## src/hdl/sdlp_pkg.sv

```systemverilog
package sdlp_pkg;

  // Register map
  localparam int unsigned REG_COUNT = 2;
  localparam int unsigned REG_IDX_BITS = 1;
  localparam logic [REG_IDX_BITS-1:0] REG_DEBOUNCE = 1'd0;
  localparam logic [REG_IDX_BITS-1:0] REG_LONG_PRESS = 1'd1;
  localparam int unsigned CFG_BITS = 16;

  // Reset values of the registers
  localparam logic [CFG_BITS-1:0] DEBOUNCE_RESET = 16'd50;
  localparam logic [CFG_BITS-1:0] LONG_PRESS_RESET = 16'd1000;

  // Status codes
  localparam logic [1:0] STATUS_NONE = 2'd0;
  localparam logic [1:0] STATUS_CLOSED = 2'd1;
  localparam logic [1:0] STATUS_OPENED = 2'd2;
  localparam logic [1:0] STATUS_OPENED_LONG = 2'd3;

  // Input word: one poll
  typedef struct packed {
    logic [31:0] now_ms;
    logic        switch_on;
  } sdlp_in_t;

  // Output word: one result per poll
  typedef struct packed {
    logic [1:0] status;
    logic       changed;
    logic       stable_on;
  } sdlp_out_t;

  // Register values handed to the update logic
  typedef struct packed {
    logic [CFG_BITS-1:0] debounce_ms;
    logic [CFG_BITS-1:0] long_press_ms;
  } sdlp_cfg_t;

endpackage

```

## src/hdl/sdlp_core.sv

```systemverilog
module sdlp_core #(
  parameter int unsigned TIME_BITS = 32
) (
  input  logic              clk,
  input  logic              rst,
  input  logic              step,
  input  sdlp_pkg::sdlp_in_t  poll,
  input  sdlp_pkg::sdlp_cfg_t cfg,
  output sdlp_pkg::sdlp_out_t result
);
  import sdlp_pkg::*;

  logic                 raw_last;
  logic                 stable_level;
  logic                 long_flag;
  logic [TIME_BITS-1:0] deadline_ms;

  logic                 raw_last_next;
  logic                 stable_level_next;
  logic                 long_flag_next;
  logic [TIME_BITS-1:0] deadline_ms_next;

  logic [TIME_BITS-1:0] now_t;
  logic [TIME_BITS-1:0] diff;
  logic                 nonneg;
  logic                 is_long;

  // Reduce or extend the timestamp to the time width
  assign now_t  = TIME_BITS'(poll.now_ms);
  assign diff   = now_t - deadline_ms;
  assign nonneg = ~diff[TIME_BITS-1];
  assign is_long = nonneg && (diff > TIME_BITS'(cfg.long_press_ms));

  // Evaluate one poll against the current state
  always_comb begin
    raw_last_next     = raw_last;
    stable_level_next = stable_level;
    long_flag_next    = long_flag;
    deadline_ms_next  = deadline_ms;
    result.status     = STATUS_NONE;
    result.changed    = 1'b0;
    if (poll.switch_on != raw_last) begin
      // Edge on the raw level: restart the debounce window
      if (!poll.switch_on) begin
        long_flag_next = is_long;
      end
      deadline_ms_next = now_t + TIME_BITS'(cfg.debounce_ms);
      raw_last_next    = poll.switch_on;
    end else if (nonneg && (poll.switch_on != stable_level)) begin
      // Level held past the deadline: report the change
      if (poll.switch_on) begin
        result.status = STATUS_CLOSED;
      end else if (long_flag) begin
        result.status = STATUS_OPENED_LONG;
      end else begin
        result.status = STATUS_OPENED;
      end
      stable_level_next = poll.switch_on;
      result.changed    = 1'b1;
    end
    result.stable_on = stable_level_next;
  end

  // Hold the switch state, advance on each poll
  always_ff @(posedge clk) begin
    if (rst) begin
      raw_last     <= 1'b0;
      stable_level <= 1'b0;
      long_flag    <= 1'b0;
      deadline_ms  <= '0;
    end else if (step) begin
      raw_last     <= raw_last_next;
      stable_level <= stable_level_next;
      long_flag    <= long_flag_next;
      deadline_ms  <= deadline_ms_next;
    end
  end

endmodule

```

## src/hdl/switch_debounce_long_press.sv

```systemverilog
// An accepted input word is held in the input register; its result word is then registered on the output.
// Throughput: one word per cycle while out_ready does not stall the output; the state update sets this rate.
// Reset (rst, synchronous, active high): switch state cleared, both levels off,
// deadline zero, debounce_ms back to 50, long_press_ms back to 1000,
// both pipeline stages emptied.
module switch_debounce_long_press #(
  parameter int unsigned TIME_BITS = 32
) (
  input  logic                                   clk,
  input  logic                                   rst,
  input  logic                                   in_valid,
  output logic                                   in_ready,
  input  sdlp_pkg::sdlp_in_t                     in_data,
  output logic                                   out_valid,
  input  logic                                   out_ready,
  output sdlp_pkg::sdlp_out_t                    out_data,
  input  logic                                   cfg_we,
  input  logic [sdlp_pkg::REG_IDX_BITS-1:0]      cfg_index,
  input  logic [sdlp_pkg::CFG_BITS-1:0]          cfg_data
);
  import sdlp_pkg::*;

  sdlp_cfg_t cfg;
  sdlp_in_t  in_reg;
  logic      in_full;
  logic      out_advance;
  logic      step;
  sdlp_out_t result;

  // Output stage moves when empty or taken; input stage feeds it
  assign out_advance = !out_valid || out_ready;
  assign step        = in_full && out_advance;
  assign in_ready    = !in_full || out_advance;

  // Write configuration registers
  always_ff @(posedge clk) begin
    if (rst) begin
      cfg.debounce_ms   <= DEBOUNCE_RESET;
      cfg.long_press_ms <= LONG_PRESS_RESET;
    end else if (cfg_we) begin
      case (cfg_index)
        REG_DEBOUNCE:   cfg.debounce_ms   <= cfg_data;
        REG_LONG_PRESS: cfg.long_press_ms <= cfg_data;
        default: ;
      endcase
    end
  end

  // Hold the accepted word in the input register
  always_ff @(posedge clk) begin
    if (rst) begin
      in_full <= 1'b0;
    end else if (in_ready) begin
      in_full <= in_valid;
    end
  end

  always_ff @(posedge clk) begin
    if (in_valid && in_ready) begin
      in_reg <= in_data;
    end
  end

  sdlp_core #(
    .TIME_BITS(TIME_BITS)
  ) u_core (
    .clk    (clk),
    .rst    (rst),
    .step   (step),
    .poll   (in_reg),
    .cfg    (cfg),
    .result (result)
  );

  // Register the result word
  always_ff @(posedge clk) begin
    if (rst) begin
      out_valid <= 1'b0;
    end else if (out_advance) begin
      out_valid <= in_full;
    end
  end

  always_ff @(posedge clk) begin
    if (step) begin
      out_data <= result;
    end
  end

endmodule

```

## config.mk

```make
export PLATFORM = sky130hd
export DESIGN_NAME = switch_debounce_long_press
export DESIGN_NICKNAME = d
export VERILOG_FILES = /design/src/hdl/sdlp_pkg.sv /design/src/hdl/sdlp_core.sv /design/src/hdl/switch_debounce_long_press.sv
export SDC_FILE = /design/constraint.sdc
export NUM_CORES = 1
export LEC_CHECK = 0
export BUFFER_PORTS_ARGS = -buffer_cell sky130_fd_sc_hd__buf_2
export CAP_MARGIN = 20
export CORE_MARGIN = 3
export CORE_UTILIZATION = 50
export CTS_CLUSTER_DIAMETER = 200
export CTS_CLUSTER_SIZE = 8
export DETAILED_ROUTE_END_ITERATION = 8
export PLACE_DENSITY_LB_ADDON = 0.3
export SETUP_SLACK_MARGIN = 0.2
export SYNTH_ARGS = -nofsm -noshare
export SYNTH_HDL_FRONTEND = slang
export SYNTH_SLANG_ARGS = --single-unit
```

## constraint.sdc

```tcl
create_clock -name clk -period 10.4 [get_ports clk]
set_clock_uncertainty 0.1 [all_clocks]
set_input_delay 1.56 -clock clk [delete_from_list [all_inputs] [get_ports clk]]
set_output_delay 1.56 -clock clk [all_outputs]
set_load 0.01 [all_outputs]
```

==> metrics.cfg, run 1 <==
[floorplan]
coreArea_um2 = 13510
row_count = 42
io_pins = 61
dieWidth_um = 124.5
initial_core_util_pct = 51.99
die_y_um = 124.5
dieArea_um2 = 15500

[clock_tree]
cts.sinks = 106
clockRootBuffer = clkbuf_16
hold_buffers = 0
cts_buffers = 9
cts_tree = yes
cts_resized = 0
ctsHtreeMaxLevel = 3
post_cts_buffers = 0
insertion_delay_ps = 360
cts.path.max_buffers = 2
clkTransAtPathRegs_ps = 80

[pwr]
leakage_uw = 0.003065
pwr-share-clk_pct = 32.7
switching_power_uw = 338.5
ir_drop_mv = 0.1023
p_sw_share_pct = 30.81
intPower_uw = 760.3
p_per_area_nw_per_um2 = 141.6
total_power_uw = 1099
pwr-share-comb_pct = 24.7
power_frac_seq_pct = 42.6

[route]
dr.pass1.iters = 5
vias_per_cell = 5.657
routedWlPerCell_um = 15.37
drc = 0
finalWirelength_um = 16320
antenna_left = 0
num_vias = 6008
first_iter_violations = 507

[setup_path]
start_kind = flop
startpoint = in_reg[3]
crit_type = flop to flop
crit_path_end_kind = flop
r2r_start = in_reg[3]
critical_path_arrival_ps = 4700
r2r_slack_ps = 5860
critPathRequiredTime_ps = 10560
rr_worst_depth = 17
crit_fanout = 4

[global_routing]
grt_max_degree = 74
gr-total-overflow = 0
grt_pass1_wl_um = 26680
track_usage_pct = 20.92
first_global_vias = 5429
antenna_found_initial = 0

[synthesis]
netlist_instances = 837
syn_nets = 957
synth_edf_count = 37
ys_seq_area_share_pct = 35.50
synth_flop_cell = dfxtp_1
synthArstFlopShare_pct = 0
yosysWarnings = 0
syn_area_per_cell_um2 = 8.389
synth_area_um2 = 7022
ys_seq_elements = 106
synthDistinctLibCells = 71

[layout]
area_growth_pct = 10.51
num-nets-final = 1001
drive_above_1_share_pct = 10.50
insertedDiodeCount = 0
largest_reg_flops = 33
n_fill_cell = 1238

[timing]
setup_tns_ps = 0
timing.fmax_mhz = 220.1
hold_viol_final = 0
slew_violations = 0
fin_crit_sh_pct = 43.69
period_needed_ps = 4544
rsz0062_at_grt = no
tightest_slew_ps = 779.0
finalSetupViolations = 0
slew_headroom_pct = 48.07

[worst_hold_path]
min_path_type = flop to flop
min_from = u_core.deadline_ms[14]
min_path_cells = 2

[place]
routabilityCongestion = 0.9067
port_buffers = 60
hpwl_um = 12520

[outcome]
status = complete, no violations

[run]
drv_cap = 0

-- cells by family (layout without fill, tap and decap cells) --
logic type                 Yosys count  in the layout  share of synthesized area (%)
and+or+nand+nor                    307            307                          21.20
AOI/OAI and AO/OA                  220            220                          20.39
DFF                                106            106                          35.50
buffers and inverters               92            141                          5.061
adders and majority gates           65             65                          11.80
xor gates and xnor gates            43             43                          5.471
muxes                                4              4                         0.5880
-- stage by stage --
step	std cells	utilization (%)	instance area, um2	hold slack [ps]	setup slack, ps
2_1_floorplan	837	-	7022	331.9	6394
3_3_place_gp	1045	55.08	7438	338.4	6070
3_5_place_dp	1045	55.08	7438	344.5	5892
4_1_cts	1061	57.40	7752	353.3	5878
5_1_grt	1062	57.46	7760	367.3	5516
6_report	1062	57.46	7760	349.6	5856
-- cell usage after synthesis (all sizes together), types with 6 or more instances --
| cell type | count | area share, % |
|---|---|---|
| nor3 | 15 | 1.1 |
| nand3 | 12 | 0.86 |
| o211ai | 7 | 0.75 |
| nor3b | 8 | 0.86 |
| ha | 63 | 11 |
| o21a | 8 | 0.86 |
| xnor2 | 29 | 3.7 |
| xor2 | 14 | 1.7 |
| a211o | 6 | 0.75 |
| dfxtp | 69 | 20 |
| and3 | 11 | 0.98 |
| nand2b | 9 | 0.91 |
| nor2 | 49 | 2.6 |
| a211oi | 20 | 2.3 |
| inv | 61 | 3.3 |
| clkbuf | 26 | 1.4 |
| o21ai | 28 | 2.0 |
| and2 | 9 | 0.80 |
| or3 | 7 | 0.62 |
| nand4 | 11 | 0.98 |
| edfxtp | 37 | 16 |
| nor2b | 9 | 0.80 |
| a21o | 14 | 1.5 |
| nand3b | 11 | 1.2 |
| a21oi | 91 | 6.5 |
| a31oi | 8 | 0.71 |
| nand2 | 135 | 7.2 |
-- final cells by class --
class	instances	area (um2)	share of cell area [%]
inverters	61	229.0	2.951
multi-input cells	639	4174	53.79
well taps	176	220.2	2.838
repair buffers	64	330.3	4.257
flip-flops and latches	106	2492	32.12
clock buffers	10	239.0	3.080
clock inverters	6	75.07	0.9674
-- power by group through the flow --
stage	Clock [uW]	Sequential, uW	Combinational [uW]
final	359	468	272
after global placement	0	477	265
after detailed placement	0	478	267
after floorplan	0	472	207
after CTS	365	468	269
after global routing	383	471	305
-- cell usage in the layout (no fill, tap or decap), types with 24 or more instances in the layout --
cell	instances
dfxtp_1	69
nor2_1	49
xnor2_1	28
a21oi_1	90
edfxtp_1	37
ha_1	63
nand2_1	135
inv_1	61
buf_2	60
o21ai_0	24
-- worst paths after layout --
kind                                          endpoint
worst max-delay path                  u_core.long_flag
worst min-delay path            u_core.deadline_ms[14]
worst max register to register        u_core.long_flag
worst min register to register  u_core.deadline_ms[14]
-- worst max-delay path: stages, from the launching register on --
cell       delay (ps)
edfxtp_1          410
ha_1              370
nor2b_1           170
o31ai_1           360
nand2b_1          100
a21o_1            210
a31oi_1           290
o21bai_1          100
a21oi_1           170
xnor2_1            90
ha_1              330
nand4_1            90
or4_1             490
o21ai_0           240
o2111ai_1         140
a2111oi_0         430
nand4_1           150
and3b_1           200
-- layer usage --
layer	wire, um	global-route usage [%]	vias to the layer above
li1	-	-	3076
met1	7919	29.65	2778
met2	7102	30.98	124
met3	851	5.403	30
met4	450	7.157	0
met5	0	0	-
(Power assumes the default switching activity.)
==> run 2: changes to the inputs <==
Settings changed: ABC_AREA set to 1.
Clock period 10.4 ns to 4.7 ns, I/O delays scaled along.
==> metrics.cfg, run 2 <==
[outcome]
status = complete, no violations

[synthesis]
yosys.area.top_type = dfxtp_1
synth_area_um2 = 7836  ; +12%
synth_commonest_cells = nand2_1, inv_1, nor2_1, a21oi_1, dfxtp_1
yosysMostFrequentCell = nand2_1
synthDistinctLibCells = 41  ; -42%
synth_edf_count = 37  ; unchanged
yosys-top-cells-area = dfxtp_1, edfxtp_1, nand2_1
synthArstFlopShare_pct = 0  ; unchanged
ys_seq_elements = 106  ; unchanged
netlist_instances = 1161  ; +39%
ys_seq_area_share_pct = 31.81  ; -3.7 points
syn_area_per_cell_um2 = 6.750  ; -20%
yosysWarnings = 0  ; unchanged
synth_top_area_share_pct = 17.63  ; -2.0 points
syn_nets = 1281  ; +34%
synth_flop_cell = dfxtp_1

[floorplan]
row_count = 45  ; +7.1%
coreArea_um2 = 15260  ; +13%
die_y_um = 131.2  ; +5.4%
initial_core_util_pct = 51.36  ; -0.63 points
io_pins = 61  ; unchanged
dieWidth_um = 131.2  ; +5.4%
dieArea_um2 = 17210  ; +11%

[layout]
final_common_cell = nand2_1
num-nets-final = 1339  ; +34%
insertedDiodeCount = 0  ; unchanged
largest_reg_flops = 33  ; unchanged
drive_above_1_share_pct = 10.05  ; -0.45 points
n_fill_cell = 1522  ; +23%
area_growth_pct = 10.65
final_cell_mix = nand2_1, inv_1, nor2_1

[setup_path]
critical_path_arrival_ps = 3360  ; -1340 ps
crit_fanout = 3  ; -1
crit_path_end_kind = flop
start_kind = flop
crit_type = flop to flop
cp_cell_sequence = inv_1 > ha_1 > fa_1 > inv_1 > nand2_1 > nand2_1 > nand3_1 > nand2_1 > nand2_1 > nand2_1 > xor2_1 > ha_1 > nand4_1 > nor2_1 > nand4_1 > nand2_1 > nand3_1 > nor2_1 > nand2_1 > nor2_1 > nand2_1 > nand2_1 > a21oi_1
crit_top_cell = nand2_1
r2r_start = in_reg[1]
startpoint = in_reg[1]
cp_slowest_stage_delay_ps = 410  ; -80 ps
cp_slowest_cell = fa_1
critPathRequiredTime_ps = 4840  ; -5720 ps

[pwr]
leakage_uw = 0.004525  ; +48%
p_sw_share_pct = 33.90  ; +3.1 points
intPower_uw = 1695  ; +120%
pwr-share-comb_pct = 30.2  ; +5.5 points
pwr-share-clk_pct = 28.8  ; -3.9 points
total_power_uw = 2564  ; +130%
switching_power_uw = 869.3  ; +160%
power_frac_seq_pct = 41.1  ; -1.5 points
p_per_area_nw_per_um2 = 295.7  ; +110%
ir_drop_mv = 0.1889  ; +85%

[timing]
fin_crit_sh_pct = 68.41  ; +25 points
setup_tns_ps = 0  ; unchanged
rsz0062_at_grt = no
timing.fmax_mhz = 311.0  ; +41%
period_needed_ps = 3215  ; -1328 ps
slew_violations = 0  ; unchanged
slew_headroom_pct = 59.60  ; +12 points
hold_viol_final = 0  ; unchanged
finalSetupViolations = 0  ; unchanged
tightest_slew_ps = 604.5  ; -174.4 ps

[clock_tree]
cts.path.max_buffers = 2  ; unchanged
clkTransAtPathRegs_ps = 70  ; about the same
clockRootBuffer = clkbuf_16
insertion_delay_ps = 360  ; about the same
cts_tree = yes
hold_buffers = 0  ; unchanged
cts_resized = 0  ; unchanged
ctsHtreeMaxLevel = 3  ; unchanged
post_cts_buffers = 0  ; unchanged
cts.sinks = 106  ; unchanged
cts_buffers = 9  ; unchanged

[route]
num_vias = 7240  ; +21%
finalWirelength_um = 19770  ; +21%
wl_met3_um = 1263  ; +48%
met2_length_um = 8484  ; +19%
routedWlPerCell_um = 13.78  ; -10%
vias_per_cell = 5.045  ; -11%
routed.top_layer = met4
dr.pass1.iters = 5  ; unchanged
drc = 0  ; unchanged
first_iter_violations = 489  ; -3.6%
antenna_left = 0  ; unchanged
wl_met1_um = 9659  ; +22%

[place]
port_buffers = 60  ; unchanged
hpwl_um = 15880  ; +27%
routabilityCongestion = 0.9326  ; +2.9%

[worst_hold_path]
min_from = cfg[4]
min_path_type = flop to flop

[global_routing]
first_global_vias = 6678  ; +23%
gr-total-overflow = 0  ; unchanged
grt_pass1_wl_um = 32520  ; +22%
grt_max_degree = 42  ; -43%
antenna_found_initial = 0  ; unchanged
track_usage_pct = 23.19  ; +2.3 points

[run]
drv_cap = 0  ; unchanged

-- run 2: changes by cell type in the layout (fill, tap and decap cells not counted), sizes merged, moves of 11 or more --
cell	before	now
xnor2	29	12
o21ai	28	66
a21o	14	3
nand2	135	303
nand3	12	48
xor2	14	25
a211oi	20	0
inv	62	240
nor2	49	122
-- run 2: per-stage QoR --
step | utilization (%) | hold WS [ps] | setup WS, ps | cell area [um2] | cells
detailed placement | 54.80 | 357.7 | 1488 | 8362 | 1418
global placement | 54.80 | 348.9 | 1558 | 8362 | 1418
finish | 56.83 | 365.8 | 1485 | 8671 | 1435
CTS | 56.65 | 367.8 | 1481 | 8643 | 1434
global route | 56.83 | 389.4 | 1211 | 8671 | 1435
floorplan | - | 335.3 | 1904 | 7836 | 1161
-- run 2: path summary, 6_finish.rpt --
check	endpoint	slack, ps	depth (start not counted)
setup / recovery	u_core.long_flag	1480	23
hold / removal	cfg[4]	370	2
setup reg to reg	u_core.long_flag	1480	23
hold reg to reg	cfg[4]	370	2
-- run 2: logic make-up (layout without fill, tap and decap cells) --
group | count (synthesis) | in the layout | synth area share [%]
compound gates | 183 | 183 | 13.40
xor+xnor | 37 | 37 | 4.375
fa+ha+maj | 65 | 65 | 10.57
buf+inv | 257 | 320 | 12.33
flops | 106 | 106 | 31.81
simple gates | 513 | 513 | 27.53
-- run 2: routing by layer --
layer	global-route usage [%]	up-vias
li1	-	3780
met1	33.41	3228
met2	35.66	204
met3	4.288	28
met4	6.651	0
met5	0	-
-- run 2: final cells by class --
type | count | area [um2] | share of cell area [%]
sequential | 106 | 2492 | 28.74
clock buffer | 13 | 261.5 | 3.016
timing repair buffer | 65 | 357.8 | 4.127
inverter | 239 | 897.1 | 10.35
clock inverter | 3 | 20.02 | 0.2309
tap | 211 | 264.0 | 3.045
multi-input combinational | 798 | 4378 | 50.49
-- run 2: power by group through the flow --
stage                     registers [uW]  clock network [uW]  logic [uW]
after detailed placement            1070                   0         761
final                               1050                 737         774
after CTS                           1050                 754         766
after global routing                1060                 787         891
after global placement              1070                   0         747
after floorplan                     1060                   0         584
-- run 2: critical path: cells and delay by family (launching register included) --
family,cells,cell delay (ps)
and+or+nand+nor,16,1390
AOI/OAI and AO/OA,1,50
adders and majority gates,3,910
buffers and inverters,2,170
xor gates and xnor gates,1,90
DFF,1,380
==> run 3: changes to the inputs <==
Settings changed: ABC_AREA 1 to 0.
Clock period 4.7 ns to 3.1 ns, I/O delays scaled along.
==> metrics.cfg, run 3 (same netlist as run 1, synthesis figures left out) <==
[outcome]
status = finished, violations left
violations = negative setup slack

[place]
dp_slack_ps = -953.4  ; -2441 ps
hpwl_um = 13800  ; -13%
dp_cells = 1143  ; -19%
routabilityCongestion = 0.9459  ; +1.4%
place_area_um2 = 8213  ; -1.8%
port_buffers = 60  ; unchanged

[route]
dr.pass1.iters = 5  ; unchanged
num_vias = 6637  ; -8.3%
antenna_left = 0  ; unchanged
vias_per_cell = 5.634  ; +12%
finalWirelength_um = 18690  ; -5.4%
routedWlPerCell_um = 15.87  ; +15%
drc = 0  ; unchanged
first_iter_violations = 493  ; +0.82%

[clock_tree]
hold_buffers = 0  ; unchanged
cts.sinks = 106  ; unchanged
cts_tree = yes
clockRootBuffer = clkbuf_16
cts.path.max_buffers = 2  ; unchanged
insertion_delay_ps = 360  ; about the same
clkTransAtPathRegs_ps = 80  ; about the same
ctsHtreeMaxLevel = 3  ; unchanged
cts_buffers = 9  ; unchanged

[setup_path]
critical_path_arrival_ps = 4140  ; +780 ps
start_kind = flop
critPathRequiredTime_ps = 3260  ; -1580 ps
crit_type = flop to flop
crit_fanout = 4  ; +1
crit_path_end_kind = flop

[floorplan]
row_count = 42  ; -6.7%
die_y_um = 124.5  ; -5.1%
io_pins = 61  ; unchanged
coreArea_um2 = 13510  ; -11%
initial_core_util_pct = 51.99  ; +0.63 points
dieWidth_um = 124.5  ; -5.1%
dieArea_um2 = 15500  ; -9.9%

[pwr]
p_per_area_nw_per_um2 = 442.3  ; +50%
leakage_uw = 0.003816  ; -16%
total_power_uw = 4006  ; +56%
ir_drop_mv = 0.3687  ; +95%

[layout]
final_common_cell = nand2_1
drive_above_1_share_pct = 26.25  ; +16 points
area_growth_pct = 28.97
n_fill_cell = 1085  ; -29%
num-nets-final = 1117  ; -17%
largest_reg_flops = 33  ; unchanged
insertedDiodeCount = 0  ; unchanged
final_cells = 1178  ; -18%
design_area_um2 = 9056  ; +4.4%
final_cell_mix = nand2_1, buf_4, a21oi_1

[timing]
period_needed_ps = 3985  ; +769.3 ps
tightest_slew_ps = 1261  ; +656.0 ps
slew_violations = 0  ; unchanged
finalSetupViolations = 9  ; +9
rsz0062_at_grt = yes
finalWorstSetupSlack_ps = -884.7  ; -2369 ps
slew_headroom_pct = 15.73  ; -44 points
hold_viol_final = 0  ; unchanged
fin_crit_sh_pct = 128.5  ; +60 points
whs_ps = 171.3  ; -194.4 ps
timing.fmax_mhz = 251.0  ; -19%

[global_routing]
gr-total-overflow = 0  ; unchanged
grt_pass1_wl_um = 30180  ; -7.2%
track_usage_pct = 23.43  ; +0.24 points
first_global_vias = 6350  ; -4.9%
grt_max_degree = 43  ; +2.4%
antenna_found_initial = 0  ; unchanged

[run]
drv_cap = 0  ; unchanged

[worst_hold_path]
min_path_type = input port to flop

-- run 3: changes by cell type in the layout (fill, tap and decap cells not counted), moves of 11 or more --
cell | previous run | this run
buf_6 | 0 | 11
nor2_1 | 115 | 48
xor2_1 | 25 | 14
nand3_1 | 48 | 12
a21o_1 | 3 | 14
a211oi_1 | 0 | 18
nand2_1 | 287 | 134
buf_4 | 4 | 107
xnor2_1 | 11 | 27
nand2_2 | 15 | 1
inv_1 | 237 | 60
o21ai_0 | 62 | 19
-- run 3: final timing paths --
| kind | endpoint | startpoint | depth (start not counted) | slack [ps] |
|---|---|---|---|---|
| worst min register to register | u_core.deadline_ms[14] | u_core.deadline_ms[14] | 2 | 350 |
| worst min-delay path | in_reg[13] | in_data[13] | 1 | 170 |
| worst max register to register | u_core.long_flag | in_reg[1] | 19 | -880 |
| worst max-delay path | u_core.long_flag | in_reg[1] | 19 | -880 |
-- run 3: area by class of cell --
class / count / area, um2 / area share (%)
clock inverters: 6 / 83.83 / 0.9257
multi-input cells: 639 / 4527 / 49.99
well taps: 176 / 220.2 / 2.432
clock buffers: 10 / 229.0 / 2.528
flip-flops and latches: 106 / 2492 / 27.52
repair buffers: 180 / 1275 / 14.08
inverters: 61 / 229.0 / 2.528
-- run 3: what timing repair did --
item / 4_1_cts / 5_1_grt
setup buffers: 9 / 9
cloned: 1 / 0
setup endpoints to repair: 22 / 26
pin swaps: 44 / 40
resized for setup: 42 / 39
-- run 3: through the flow --
stage               util [%]  TNS [ps]
finish                 67.06     -1550
global route           67.06     -3487
CTS                    65.30     -1574
detailed placement     60.81     -1838
global placement       60.81     -1289
floorplan                  -    -625.5
-- run 3: critical path, stage by stage, from the launching register on --
cell	delay, ps
edfxtp_1	400
inv_1	80
ha_2	180
fa_2	210
nor2b_2	60
o31ai_4	310
nand2b_1	90
a21o_1	200
a31oi_2	150
o21bai_1	80
a21oi_1	150
xnor2_1	90
ha_1	330
nand4_1	110
or4_4	510
o21ai_2	150
o2111ai_1	140
a2111oi_2	230
nand4_1	130
and3b_1	190
-- run 3: report_power, final --
group	internal, uW	leakage [uW]	switching [uW]
clock network	648	0.000152	578
logic	573	0.00274	636
registers	1520	0.000925	53.6
total	2740	0.00382	1270
-- run 3: layer usage --
metal  track usage [%]  up-vias  wire length (um)
met4             6.899        0               458
met2             38.26      193              8727
met3             4.417       28               897
met1             31.66     3106              8611
li1                  -     3310                 -
met5                 0        -                 0
